**config.mk**
```make
export PLATFORM = sky130hd
export DESIGN_NAME = led_pattern_pwm_generator_core_flat
export DESIGN_NICKNAME = d
export VERILOG_FILES = /design/src/rtl/lpg_pkg.sv /design/src/rtl/lpg_tick_if.sv /design/src/rtl/lpg_led_if.sv /design/src/rtl/led_pattern_pwm_generator_core.sv /design/src/rtl/lpg_datapath.sv /design/src/rtl/lpg_ctrl.sv /design/src/flat_wrapper.sv
export SDC_FILE = /design/constraint.sdc
export NUM_CORES = 1
export LEC_CHECK = 0
export BUFFER_PORTS_ARGS = -buffer_cell sky130_fd_sc_hd__buf_2
export CAP_MARGIN = 5
export CORE_MARGIN = 4
export CORE_UTILIZATION = 50
export CTS_CLUSTER_SIZE = 10
export DETAILED_ROUTE_END_ITERATION = 10
export GPL_TIMING_DRIVEN = 0
export PLACE_DENSITY = 0.66
export SKIP_LAST_GASP = 1
export SLEW_MARGIN = 20
export SYNTH_ARGS = -nofsm -noshare
export SYNTH_HDL_FRONTEND = slang
export SYNTH_HIERARCHICAL = 1
export SYNTH_SLANG_ARGS = --single-unit
export TNS_END_PERCENT = 30
```
**constraint.sdc**
```tcl
create_clock -name clk -period 8.1 [get_ports clk]
set_input_delay 1.62 -clock clk [delete_from_list [all_inputs] [get_ports clk]]
set_output_delay 1.62 -clock clk [all_outputs]
set_load 0.01 [all_outputs]
```
**src/rtl/lpg_pkg.sv**
```systemverilog
`default_nettype none

package lpg_pkg;

    // Timing of the LED patterns.
    localparam int PWM_STEPS             = 100;
    localparam int BREATHE_PERIOD_MS     = 2000;
    localparam int FAULT_PERIOD_MS       = 500;
    localparam int INPUT_BLINK_PERIOD_MS = 1000;
    localparam int TICKS_PER_MS          = 10;

    // Energy scaling and blink duty divisors.
    localparam int PCT_FULL      = 100;
    localparam int PCT_ROUND     = 50;
    localparam int TEST_DUTY_DIV = 5;
    localparam int CHG_DUTY_DIV  = 2;
    localparam int PCT_W         = 8;

    // Counter widths.
    localparam int PWM_W = $clog2(PWM_STEPS);
    localparam int SUB_W = (TICKS_PER_MS > 1) ? $clog2(TICKS_PER_MS) : 1;
    localparam int BR_W  = $clog2(BREATHE_PERIOD_MS);
    localparam int FLT_W = $clog2(FAULT_PERIOD_MS);
    localparam int BLK_W = $clog2(INPUT_BLINK_PERIOD_MS);
    localparam int PSAT_W = $clog2(PCT_FULL + 1);

    // Value ranges of the breathing ramp arithmetic.
    localparam int BR_HALF  = BREATHE_PERIOD_MS / 2;
    localparam int DIST_MAX = (BREATHE_PERIOD_MS - BR_HALF - 1 > BR_HALF) ?
                              (BREATHE_PERIOD_MS - BR_HALF - 1) : BR_HALF;
    localparam int DIST_W   = $clog2(DIST_MAX + 1);
    localparam int X1_MAX   = DIST_MAX * PWM_STEPS;
    localparam int X1_W     = $clog2(X1_MAX + 1);
    localparam int LVL_MAX  = X1_MAX / BR_HALF;
    localparam int LVL_W    = $clog2(LVL_MAX + 1);
    localparam int SQ_MAX   = LVL_MAX * LVL_MAX + PWM_STEPS / 2;
    localparam int SQ_W     = $clog2(SQ_MAX + 1);
    localparam int DUTY_MAX = SQ_MAX / PWM_STEPS;
    localparam int DUTY_W   = $clog2(DUTY_MAX + 1);
    localparam int X3_MAX   = DUTY_MAX * PCT_FULL + PCT_ROUND;
    localparam int X3_W     = $clog2(X3_MAX + 1);
    localparam int SCL_MAX  = X3_MAX / PCT_FULL;
    localparam int SCL_W    = $clog2(SCL_MAX + 1);
    localparam int CMP_W0   = (PWM_W > DUTY_W) ? PWM_W : DUTY_W;
    localparam int CMP_W    = (CMP_W0 > SCL_W) ? CMP_W0 : SCL_W;

    // Reciprocal multipliers for the three constant divisions. With the shift
    // equal to the dividend width plus the divisor's log2, the rounded-up
    // reciprocal gives the exact truncated quotient for every dividend.
    localparam int    SH1    = X1_W + $clog2(BR_HALF);
    localparam longint MUL1  = ((longint'(1) << SH1) + BR_HALF - 1) / BR_HALF;
    localparam int    MUL1_W = $clog2(MUL1 + 1);
    localparam int    SH2    = SQ_W + $clog2(PWM_STEPS);
    localparam longint MUL2  = ((longint'(1) << SH2) + PWM_STEPS - 1) / PWM_STEPS;
    localparam int    MUL2_W = $clog2(MUL2 + 1);
    localparam int    SH3    = X3_W + $clog2(PCT_FULL);
    localparam longint MUL3  = ((longint'(1) << SH3) + PCT_FULL - 1) / PCT_FULL;
    localparam int    MUL3_W = $clog2(MUL3 + 1);

    typedef logic [PCT_W-1:0]         pct_t;
    typedef logic [PWM_W-1:0]         pwm_t;
    typedef logic [SUB_W-1:0]         sub_t;
    typedef logic [BR_W-1:0]          br_phase_t;
    typedef logic [FLT_W-1:0]         flt_phase_t;
    typedef logic [BLK_W-1:0]         blk_phase_t;
    typedef logic [PSAT_W-1:0]        pct_sat_t;
    typedef logic [DIST_W-1:0]        dist_t;
    typedef logic [X1_W-1:0]          x1_t;
    typedef logic [LVL_W-1:0]         lvl_t;
    typedef logic [SQ_W-1:0]          sq_t;
    typedef logic [DUTY_W-1:0]        duty_t;
    typedef logic [X3_W-1:0]          x3_t;
    typedef logic [SCL_W-1:0]         scl_t;
    typedef logic [CMP_W-1:0]         cmp_t;
    typedef logic [X1_W+MUL1_W-1:0]   prod1_t;
    typedef logic [SQ_W+MUL2_W-1:0]   prod2_t;
    typedef logic [X3_W+MUL3_W-1:0]   prod3_t;

    // One PWM tick as it arrives on the input channel.
    typedef struct packed {
        logic fault_flag;
        logic input_ok;
        logic charging;
        logic test_mode;
        pct_t energy_pct;
    } tick_item_t;

    // Controller to datapath commands.
    typedef struct packed {
        logic adv;
        logic ld_level;
        logic ld_sq;
        logic ld_duty;
        logic ld_x3;
        logic ld_out;
    } ctrl_cmd_t;

    // Datapath to controller status.
    typedef struct packed {
        logic out_free;
    } dp_status_t;

endpackage

`default_nettype wire

```
**src/rtl/lpg_tick_if.sv**
```systemverilog
`default_nettype none

interface lpg_tick_if;
    logic                      valid;
    logic                      ready;
    logic                      fault_flag;
    logic                      input_ok;
    logic                      charging;
    logic                      test_mode;
    logic [lpg_pkg::PCT_W-1:0] energy_pct;

    modport source (
        output valid, fault_flag, input_ok, charging, test_mode, energy_pct,
        input  ready
    );

    modport sink (
        input  valid, fault_flag, input_ok, charging, test_mode, energy_pct,
        output ready
    );
endinterface

`default_nettype wire

```
**src/rtl/lpg_led_if.sv**
```systemverilog
`default_nettype none

interface lpg_led_if;
    logic valid;
    logic ready;
    logic sys_led_on;
    logic input_led_on;
    logic energy_led_on;

    modport source (
        output valid, sys_led_on, input_led_on, energy_led_on,
        input  ready
    );

    modport sink (
        input  valid, sys_led_on, input_led_on, energy_led_on,
        output ready
    );
endinterface

`default_nettype wire

```
**src/rtl/led_pattern_pwm_generator_core.sv**
```systemverilog
// LED pattern PWM generator core.
// The tick channel carries one PWM timer tick per transaction, with the fault,
// input-valid, charging and manual-test flags and the supercap energy percent.
// Each accepted tick advances the PWM step, the sub-millisecond prescaler and
// the millisecond phase counters, and yields exactly one transaction on the led
// channel with the lit state of the system, input and energy LEDs.
// The controller walks the breathing arithmetic one multiply per cycle (level,
// square, gamma divide, energy scale, final divide and compare), the last step
// waiting for a free output register, and takes no new tick until it is done.
// A finished result waits in the output register while the next tick is taken.
// If the led receiver stalls, the next result is held in the datapath until the
// output register frees, and no further tick is accepted until then.
// Reset clears all phase counters to zero, empties the output register and
// leaves the block ready for a tick; there is no configuration.

`default_nettype none

module led_pattern_pwm_generator_core (
    input  wire logic  clk,
    input  wire logic  rst_n,
    lpg_tick_if.sink   tick,
    lpg_led_if.source  led
);

    lpg_pkg::tick_item_t item;
    lpg_pkg::ctrl_cmd_t  cmd;
    lpg_pkg::dp_status_t sts;

    // Payload of the tick transaction, handed to the datapath as one word.
    assign item.fault_flag = tick.fault_flag;
    assign item.input_ok   = tick.input_ok;
    assign item.charging   = tick.charging;
    assign item.test_mode  = tick.test_mode;
    assign item.energy_pct = tick.energy_pct;

    // The controller owns the tick handshake and sequences the datapath.
    lpg_ctrl u_ctrl (
        .clk        (clk),
        .rst_n      (rst_n),
        .tick_valid (tick.valid),
        .tick_ready (tick.ready),
        .sts        (sts),
        .cmd        (cmd)
    );

    // The datapath holds the counters, the arithmetic and the output register.
    lpg_datapath u_datapath (
        .clk   (clk),
        .rst_n (rst_n),
        .cmd   (cmd),
        .sts   (sts),
        .item  (item),
        .led   (led)
    );

endmodule

`default_nettype wire

```
**src/rtl/lpg_datapath.sv**
```systemverilog
`default_nettype none

module lpg_datapath (
    input  wire logic               clk,
    input  wire logic               rst_n,
    input  lpg_pkg::ctrl_cmd_t      cmd,
    output lpg_pkg::dp_status_t     sts,
    input  lpg_pkg::tick_item_t     item,
    lpg_led_if.source               led
);

    // Phase counters.
    lpg_pkg::pwm_t       pwm_step_reg, pwm_step_next;
    lpg_pkg::sub_t       subtick_reg, subtick_next;
    lpg_pkg::br_phase_t  breathe_phase_reg, breathe_phase_next;
    lpg_pkg::flt_phase_t fault_phase_reg, fault_phase_next;
    lpg_pkg::blk_phase_t blink_phase_reg, blink_phase_next;
    logic                ms_tick;

    // Latched tick flags.
    logic                fault_reg, valid_reg, chg_reg, test_reg, pct_zero_reg;
    lpg_pkg::pct_sat_t   pct_sat_reg, pct_sat_next;

    // Arithmetic pipeline registers and their wires.
    lpg_pkg::dist_t      ramp_dist;
    lpg_pkg::x1_t        x1_reg, x1_next;
    lpg_pkg::prod1_t     prod1;
    lpg_pkg::lvl_t       level_reg, level_next;
    lpg_pkg::sq_t        sq_reg, sq_next;
    lpg_pkg::prod2_t     prod2;
    lpg_pkg::duty_t      duty_reg, duty_next;
    lpg_pkg::x3_t        x3_reg, x3_next;
    lpg_pkg::prod3_t     prod3;
    lpg_pkg::scl_t       scaled;

    // Result register.
    logic                out_valid_reg, out_valid_next;
    logic                sys_reg, sys_next;
    logic                inp_reg, inp_next;
    logic                en_reg, en_next;

    always_comb
    begin
        pwm_step_next      = pwm_step_reg;
        subtick_next       = subtick_reg;
        breathe_phase_next = breathe_phase_reg;
        fault_phase_next   = fault_phase_reg;
        blink_phase_next   = blink_phase_reg;
        ms_tick            = (subtick_reg == lpg_pkg::sub_t'(lpg_pkg::TICKS_PER_MS - 1));
        if (cmd.adv)
        begin
            pwm_step_next = (pwm_step_reg == lpg_pkg::pwm_t'(lpg_pkg::PWM_STEPS - 1)) ?
                            '0 : pwm_step_reg + lpg_pkg::pwm_t'(1);
            subtick_next  = ms_tick ? '0 : subtick_reg + lpg_pkg::sub_t'(1);
            if (ms_tick)
            begin
                breathe_phase_next = (breathe_phase_reg ==
                    lpg_pkg::br_phase_t'(lpg_pkg::BREATHE_PERIOD_MS - 1)) ?
                    '0 : breathe_phase_reg + lpg_pkg::br_phase_t'(1);
                fault_phase_next = (fault_phase_reg ==
                    lpg_pkg::flt_phase_t'(lpg_pkg::FAULT_PERIOD_MS - 1)) ?
                    '0 : fault_phase_reg + lpg_pkg::flt_phase_t'(1);
                blink_phase_next = (blink_phase_reg ==
                    lpg_pkg::blk_phase_t'(lpg_pkg::INPUT_BLINK_PERIOD_MS - 1)) ?
                    '0 : blink_phase_reg + lpg_pkg::blk_phase_t'(1);
            end
        end
    end

    // Triangle distance from the advanced breathe phase, then scaled by the step count.
    always_comb
    begin
        if (breathe_phase_next <= lpg_pkg::br_phase_t'(lpg_pkg::BR_HALF))
        begin
            ramp_dist = lpg_pkg::dist_t'(breathe_phase_next);
        end
        else
        begin
            ramp_dist = lpg_pkg::dist_t'(lpg_pkg::br_phase_t'(lpg_pkg::BREATHE_PERIOD_MS)
                                         - breathe_phase_next);
        end
        x1_next = lpg_pkg::x1_t'(ramp_dist) * lpg_pkg::x1_t'(lpg_pkg::PWM_STEPS);
    end

    assign pct_sat_next = (item.energy_pct > lpg_pkg::pct_t'(lpg_pkg::PCT_FULL)) ?
                          lpg_pkg::pct_sat_t'(lpg_pkg::PCT_FULL) :
                          lpg_pkg::pct_sat_t'(item.energy_pct);

    // Constant divisions as reciprocal multiplies; the first two load their own registers, the third feeds the compare.
    assign prod1      = lpg_pkg::prod1_t'(x1_reg) * lpg_pkg::prod1_t'(lpg_pkg::MUL1);
    assign level_next = lpg_pkg::lvl_t'(prod1 >> lpg_pkg::SH1);
    assign sq_next    = lpg_pkg::sq_t'(level_reg) * lpg_pkg::sq_t'(level_reg)
                      + lpg_pkg::sq_t'(lpg_pkg::PWM_STEPS / 2);
    assign prod2      = lpg_pkg::prod2_t'(sq_reg) * lpg_pkg::prod2_t'(lpg_pkg::MUL2);
    assign duty_next  = lpg_pkg::duty_t'(prod2 >> lpg_pkg::SH2);
    assign x3_next    = lpg_pkg::x3_t'(duty_reg) * lpg_pkg::x3_t'(pct_sat_reg)
                      + lpg_pkg::x3_t'(lpg_pkg::PCT_ROUND);
    assign prod3      = lpg_pkg::prod3_t'(x3_reg) * lpg_pkg::prod3_t'(lpg_pkg::MUL3);
    assign scaled     = lpg_pkg::scl_t'(prod3 >> lpg_pkg::SH3);

    always_comb
    begin
        if (fault_reg)
        begin
            sys_next = (fault_phase_reg <
                        lpg_pkg::flt_phase_t'(lpg_pkg::FAULT_PERIOD_MS / 2));
        end
        else
        begin
            sys_next = (lpg_pkg::cmp_t'(pwm_step_reg) < lpg_pkg::cmp_t'(duty_reg));
        end

        priority if (!valid_reg)
        begin
            inp_next = 1'b0;
        end
        else if (test_reg)
        begin
            inp_next = (blink_phase_reg < lpg_pkg::blk_phase_t'(
                        lpg_pkg::INPUT_BLINK_PERIOD_MS / lpg_pkg::TEST_DUTY_DIV));
        end
        else if (chg_reg)
        begin
            inp_next = (blink_phase_reg < lpg_pkg::blk_phase_t'(
                        lpg_pkg::INPUT_BLINK_PERIOD_MS / lpg_pkg::CHG_DUTY_DIV));
        end
        else
        begin
            inp_next = 1'b1;
        end

        en_next = !pct_zero_reg &&
                  (lpg_pkg::cmp_t'(pwm_step_reg) < lpg_pkg::cmp_t'(scaled));
    end

    always_comb
    begin
        out_valid_next = out_valid_reg;
        if (cmd.ld_out)
        begin
            out_valid_next = 1'b1;
        end
        else if (led.ready)
        begin
            out_valid_next = 1'b0;
        end
    end

    assign sts.out_free = !out_valid_reg || led.ready;

    always_ff @(posedge clk or negedge rst_n)
    begin
        if (!rst_n)
        begin
            pwm_step_reg      <= '0;
            subtick_reg       <= '0;
            breathe_phase_reg <= '0;
            fault_phase_reg   <= '0;
            blink_phase_reg   <= '0;
            out_valid_reg     <= 1'b0;
        end
        else
        begin
            pwm_step_reg      <= pwm_step_next;
            subtick_reg       <= subtick_next;
            breathe_phase_reg <= breathe_phase_next;
            fault_phase_reg   <= fault_phase_next;
            blink_phase_reg   <= blink_phase_next;
            out_valid_reg     <= out_valid_next;
        end
    end

    always_ff @(posedge clk)
    begin
        if (cmd.adv)
        begin
            fault_reg    <= item.fault_flag;
            valid_reg    <= item.input_ok;
            chg_reg      <= item.charging;
            test_reg     <= item.test_mode;
            pct_zero_reg <= (item.energy_pct == '0);
            pct_sat_reg  <= pct_sat_next;
            x1_reg       <= x1_next;
        end
        if (cmd.ld_level)
        begin
            level_reg <= level_next;
        end
        if (cmd.ld_sq)
        begin
            sq_reg <= sq_next;
        end
        if (cmd.ld_duty)
        begin
            duty_reg <= duty_next;
        end
        if (cmd.ld_x3)
        begin
            x3_reg <= x3_next;
        end
        if (cmd.ld_out)
        begin
            sys_reg <= sys_next;
            inp_reg <= inp_next;
            en_reg  <= en_next;
        end
    end

    assign led.valid         = out_valid_reg;
    assign led.sys_led_on    = sys_reg;
    assign led.input_led_on  = inp_reg;
    assign led.energy_led_on = en_reg;

endmodule

`default_nettype wire

```
**src/rtl/lpg_ctrl.sv**
```systemverilog
`default_nettype none

module lpg_ctrl (
    input  wire logic           clk,
    input  wire logic           rst_n,
    input  wire logic           tick_valid,
    output logic                tick_ready,
    input  lpg_pkg::dp_status_t sts,
    output lpg_pkg::ctrl_cmd_t  cmd
);

    typedef enum logic [2:0] {
        S_IDLE,
        S_LEVEL,
        S_SQUARE,
        S_DUTY,
        S_SCALE,
        S_FINISH
    } state_t;

    state_t state_reg, state_next;
    logic   ready_reg, ready_next;

    always_comb
    begin
        state_next = state_reg;
        cmd        = '0;
        unique case (state_reg)
            S_IDLE:
            begin
                if (tick_valid && ready_reg)
                begin
                    cmd.adv    = 1'b1;
                    state_next = S_LEVEL;
                end
            end
            S_LEVEL:
            begin
                cmd.ld_level = 1'b1;
                state_next   = S_SQUARE;
            end
            S_SQUARE:
            begin
                cmd.ld_sq  = 1'b1;
                state_next = S_DUTY;
            end
            S_DUTY:
            begin
                cmd.ld_duty = 1'b1;
                state_next  = S_SCALE;
            end
            S_SCALE:
            begin
                cmd.ld_x3  = 1'b1;
                state_next = S_FINISH;
            end
            S_FINISH:
            begin
                if (sts.out_free)
                begin
                    cmd.ld_out = 1'b1;
                    state_next = S_IDLE;
                end
            end
            default:
            begin
                state_next = S_IDLE;
            end
        endcase
        ready_next = (state_next == S_IDLE);
    end

    always_ff @(posedge clk or negedge rst_n)
    begin
        if (!rst_n)
        begin
            state_reg <= S_IDLE;
            ready_reg <= 1'b1;
        end
        else
        begin
            state_reg <= state_next;
            ready_reg <= ready_next;
        end
    end

    assign tick_ready = ready_reg;

    a_ready_only_idle: assert property (@(posedge clk) disable iff (!rst_n)
        ready_reg |-> (state_reg == S_IDLE))
        else $error("ready raised outside idle");

    a_one_command: assert property (@(posedge clk) disable iff (!rst_n)
        $onehot0(cmd))
        else $error("more than one datapath command in a cycle");

    a_accept_starts: assert property (@(posedge clk) disable iff (!rst_n)
        (tick_valid && ready_reg) |=> (state_reg == S_LEVEL) && !ready_reg)
        else $error("accepted transaction did not start the sequence");

    a_finish_holds: assert property (@(posedge clk) disable iff (!rst_n)
        (state_reg == S_FINISH && !sts.out_free) |=> (state_reg == S_FINISH))
        else $error("result dropped while the output register was full");

endmodule

`default_nettype wire
```
**src/flat_wrapper.sv**
```systemverilog
// flat-port wrapper written by rule: the top's interface ports become plain ports
module led_pattern_pwm_generator_core_flat 
  (clk, rst_n, tick_valid, tick_fault_flag, tick_input_ok, tick_charging, tick_test_mode, tick_energy_pct, tick_ready, led_valid, led_sys_led_on, led_input_led_on, led_energy_led_on, led_ready);
  lpg_tick_if tick_i ();
  lpg_led_if led_i ();
  input  wire logic clk;
  input  wire logic rst_n;
  input wire logic [$bits(tick_i.valid)-1:0] tick_valid;
  input wire logic [$bits(tick_i.fault_flag)-1:0] tick_fault_flag;
  input wire logic [$bits(tick_i.input_ok)-1:0] tick_input_ok;
  input wire logic [$bits(tick_i.charging)-1:0] tick_charging;
  input wire logic [$bits(tick_i.test_mode)-1:0] tick_test_mode;
  input wire logic [$bits(tick_i.energy_pct)-1:0] tick_energy_pct;
  output wire logic [$bits(tick_i.ready)-1:0] tick_ready;
  output wire logic [$bits(led_i.valid)-1:0] led_valid;
  output wire logic [$bits(led_i.sys_led_on)-1:0] led_sys_led_on;
  output wire logic [$bits(led_i.input_led_on)-1:0] led_input_led_on;
  output wire logic [$bits(led_i.energy_led_on)-1:0] led_energy_led_on;
  input wire logic [$bits(led_i.ready)-1:0] led_ready;
  assign tick_i.valid = tick_valid;
  assign tick_i.fault_flag = tick_fault_flag;
  assign tick_i.input_ok = tick_input_ok;
  assign tick_i.charging = tick_charging;
  assign tick_i.test_mode = tick_test_mode;
  assign tick_i.energy_pct = tick_energy_pct;
  assign tick_ready = tick_i.ready;
  assign led_valid = led_i.valid;
  assign led_sys_led_on = led_i.sys_led_on;
  assign led_input_led_on = led_i.input_led_on;
  assign led_energy_led_on = led_i.energy_led_on;
  assign led_i.ready = led_ready;
  led_pattern_pwm_generator_core u_core (.clk(clk), .rst_n(rst_n), .tick(tick_i), .led(led_i));
endmodule
```
==> summary.txt <==
Synthesis
  – Largest cells by area after synthesis: ha_1 (28%), fa_1 (23%), edfxtp_1 (12%)
  – #FFs+latches synth: 117
  – Synthesized area per cell: approximately 10 um^2
  – Main flop type after synthesis: edfxtp_1
  – EDFF count, synth: 71
  – Post-Syn Instances: about 1800
  – Sequential cell area fraction in the yosys report: 18.12%
  – Ys async rst share: around 40%
  – Mapped Area: between 15000 and 20000 um^2
  – Area leader, netlist: ha_1
  – Synth top area share: between 20% and 30%
  – Synth Warn #: 6
  – Mapped Nets: 2408
  – Count of unique library cells instantiated by Yosys: 74

CTS
  – Inserted Clock Buffers: 17
  – CTS max path bufs: 2
  – Clock latency at the later pin of the worst-skew pair: 410 ps
  – TritonCTS clock tree: built
  – # clock sinks: 117
  – Clock Tree Root: clkbuf_16
  – CTS H-tree lvls: 4
  – CTS Hold Bufs: 0
  – Reg clk slew, reported paths: roughly 50 ps

Timing
  – Final setup viols: 0
  – Fmax achieved: ~0.13 GHz
  – Setup TNS: 0 ps
  – Setup Skew: roughly 12 ps
  – Tcrit/Tclk final: about 95%
  – RSZ-0062 raised after global routing: no
  – Final worst slack: between 400 and 500 ps
  – Max_slew headroom: a little under a third
  – Final critical-path required period: 7695 ps
  – Max Transition Viols Final: 0
  – Slew @ Worst Pin: just over 1000 ps
  – Endpoints failing hold: 0

Detailed routing
  – Antenna viol nets, final: 0
  – Routed vias: 12021
  – Drc violations: 0
  – Final WL: about 33000 um
  – Drt pass-1 iters: 5
  – Wirelength per Cell: about 15 um
  – Iteration-0 DRC Markers: approximately 420
  – Post-DR vias/cell: roughly 5.2

Critical path
  – R2r worst-path depth: 24
  – Data arrival, critical path: 7840 ps
  – R2R Path End: u_core/u_datapath/x1_reg[16]
  – Slowest-stage cell, CP: fa_1
  – R2r setup slk: about 1200 ps
  – Crit path required time: just over 8000 ps
  – Worst r2r src: u_core/u_ctrl/tick_ready
  – Most Frequent Cell on Critical Path: ha_1
  – Worst path max stage delay: between 400 and 500 ps
  – Crit-path max FO: 9
  – Crit Path Category: input pin to flip-flop
  – Critical path endpoint category: flip-flop
  – CP startpoint: tick_valid
  – Crit start category: input pin

Run status
  – Status: finished, final reports clean

Worst hold path
  – Worst Hold Class: flip-flop to flip-flop
  – Hold Path Origin: u_core/u_datapath/fault_phase_reg[6]
  – Hold Path Depth: 1
  – Hold Path Sink: u_core/u_datapath/fault_phase_reg[6]

Die
  – I/O Pins: 21
  – Die span in y: ~200 um
  – Die W: around 200 um
  – Core area: 35660 um^2
  – Row Count: between 60 and 70
  – Total die area: 39350 um^2
  – Initial Utilization: ~51%

Final layout
  – Most frequent cells in the layout: ha_1 (412), inv_1 (403), fa_1 (209)
  – # nets final: approximately 2500
  – Fraction of layout cells with a size suffix above 1: slightly below 5%
  – Post-route cell area: 19500 um^2
  – Commonest non-fill, non-tap cell in the layout: ha_1
  – Synth-to-Final Area Change: 7.581%
  – Max reg flops: 15
  – Finished Core Util: a little over half

Global route
  – Vias in the first global route: around 13000
  – Grt ovf: 0
  – Initial antenna violation count: 1
  – First-pass GRT wire length: between 50000 and 60000 um
  – GRT Total Usage: between 10% and 20%
  – Largest net degree at the start of global routing: 47

Job
  – Max-cap viol count: 0

Placement
  – Setup WS pre-CTS: -733.4 ps
  – Placer Congestion: a little over 0.8
  – Number of port buffers: 20
  – Placed standard-cell area: ~19000 um^2
  – Hpwl dp: around 29000 um
-- per-layer routing --
metal	track usage [%]	vias up	part of all wire [%]
li1	-	5963	-
met1	23.29	5953	46
met2	33.43	90	52
met3	2.033	15	1.5
met4	3.162	0	0.77
met5	0	-	0
-- critical path, delay by kind of cell --
| kind | cells | cell delay (ps) |
|---|---|---|
| AOI/OAI and AO/OA | 10 | 2370 |
| muxes | 1 | 350 |
| adders and majority gates | 4 | 1430 |
| and+or+nand+nor | 7 | 1490 |
| buffers and inverters | 3 | 590 |
-- how the worst max path moves through the flow --
stage          slack, ps                      endpoint  cells past startpoint
6_report             400  u_core/u_datapath/x1_reg[16]                     25
3_3_place_gp       -1360  u_core/u_datapath/x1_reg[16]                     25
2_1_floorplan        180  u_core/u_datapath/x1_reg[16]                     24
5_1_grt               30  u_core/u_datapath/x1_reg[16]                     25
4_1_cts                4  u_core/u_datapath/x1_reg[16]                     26
3_5_place_dp        -730  u_core/u_datapath/x1_reg[16]                     28
-- Yosys cell counts, types with 4 or more instances --
master	instances
nor4_1	8
nand2_1	73
a2111oi_0	4
a21o_1	18
xnor2_1	59
nand3_1	24
dfrtp_1	45
o31ai_1	7
inv_1	403
o311ai_0	4
o21bai_1	15
o21ai_0	39
nor2_1	49
nor3_1	15
nor2b_1	9
a211oi_1	5
o21a_1	7
and3_1	14
nand2b_1	11
o22ai_1	4
a31oi_1	6
and2_1	63
clkbuf_1	9
nand3b_1	6
mux2i_1	4
xor2_1	20
o211ai_1	10
or3_1	9
or2_2	5
edfxtp_1	71
ha_1	412
fa_1	209
a21oi_1	59
nand4_1	14
-- cells by family after synthesis --
group	Yosys count	synth area share, %
DFF	117	18.12
adders and majority gates	621	51.53
AOI/OAI and AO/OA	206	7.595
muxes	8	0.4902
xor gates and xnor gates	80	3.908
buffers and inverters	418	8.761
and+or+nand+nor	321	9.590
-- area by class of cell --
cell class / instances / area (um^2)
Clock buffer: 19 / 432.9
Sequential cell: 117 / 3284
Buffer: 15 / 76.32
Timing Repair Buffer: 26 / 155.1
Antenna cell: 1 / 2.502
Tap cell: 461 / 576.8
Multi-Input combinational cell: 1236 / 13290
Fill cell: 3121 / 16160
Clock inverter: 12 / 161.4
Inverter: 403 / 1513
-- stage by stage --
step | instances | hold slack (ps)
floorplan | 1771 | 460.2
global placement | 2252 | 487.6
detailed placement | 2255 | 498.9
CTS | 2287 | 506.2
global route | 2290 | 530.3
finish | 2290 | 504.6
-- timing repair --
action | in CTS | in global routing
setup endpoints to repair | 2 | 3
gates resized for setup | 0 | 8
setup buffers | 1 | 2
cloned | 0 | 0
pin swaps | 1 | 1
endpoints found under the hold margin | 0 | 0
Power is left out: the tool's default activity adds up to more than one toggle a clock period on the data nets, which glitch-free logic cannot reach.
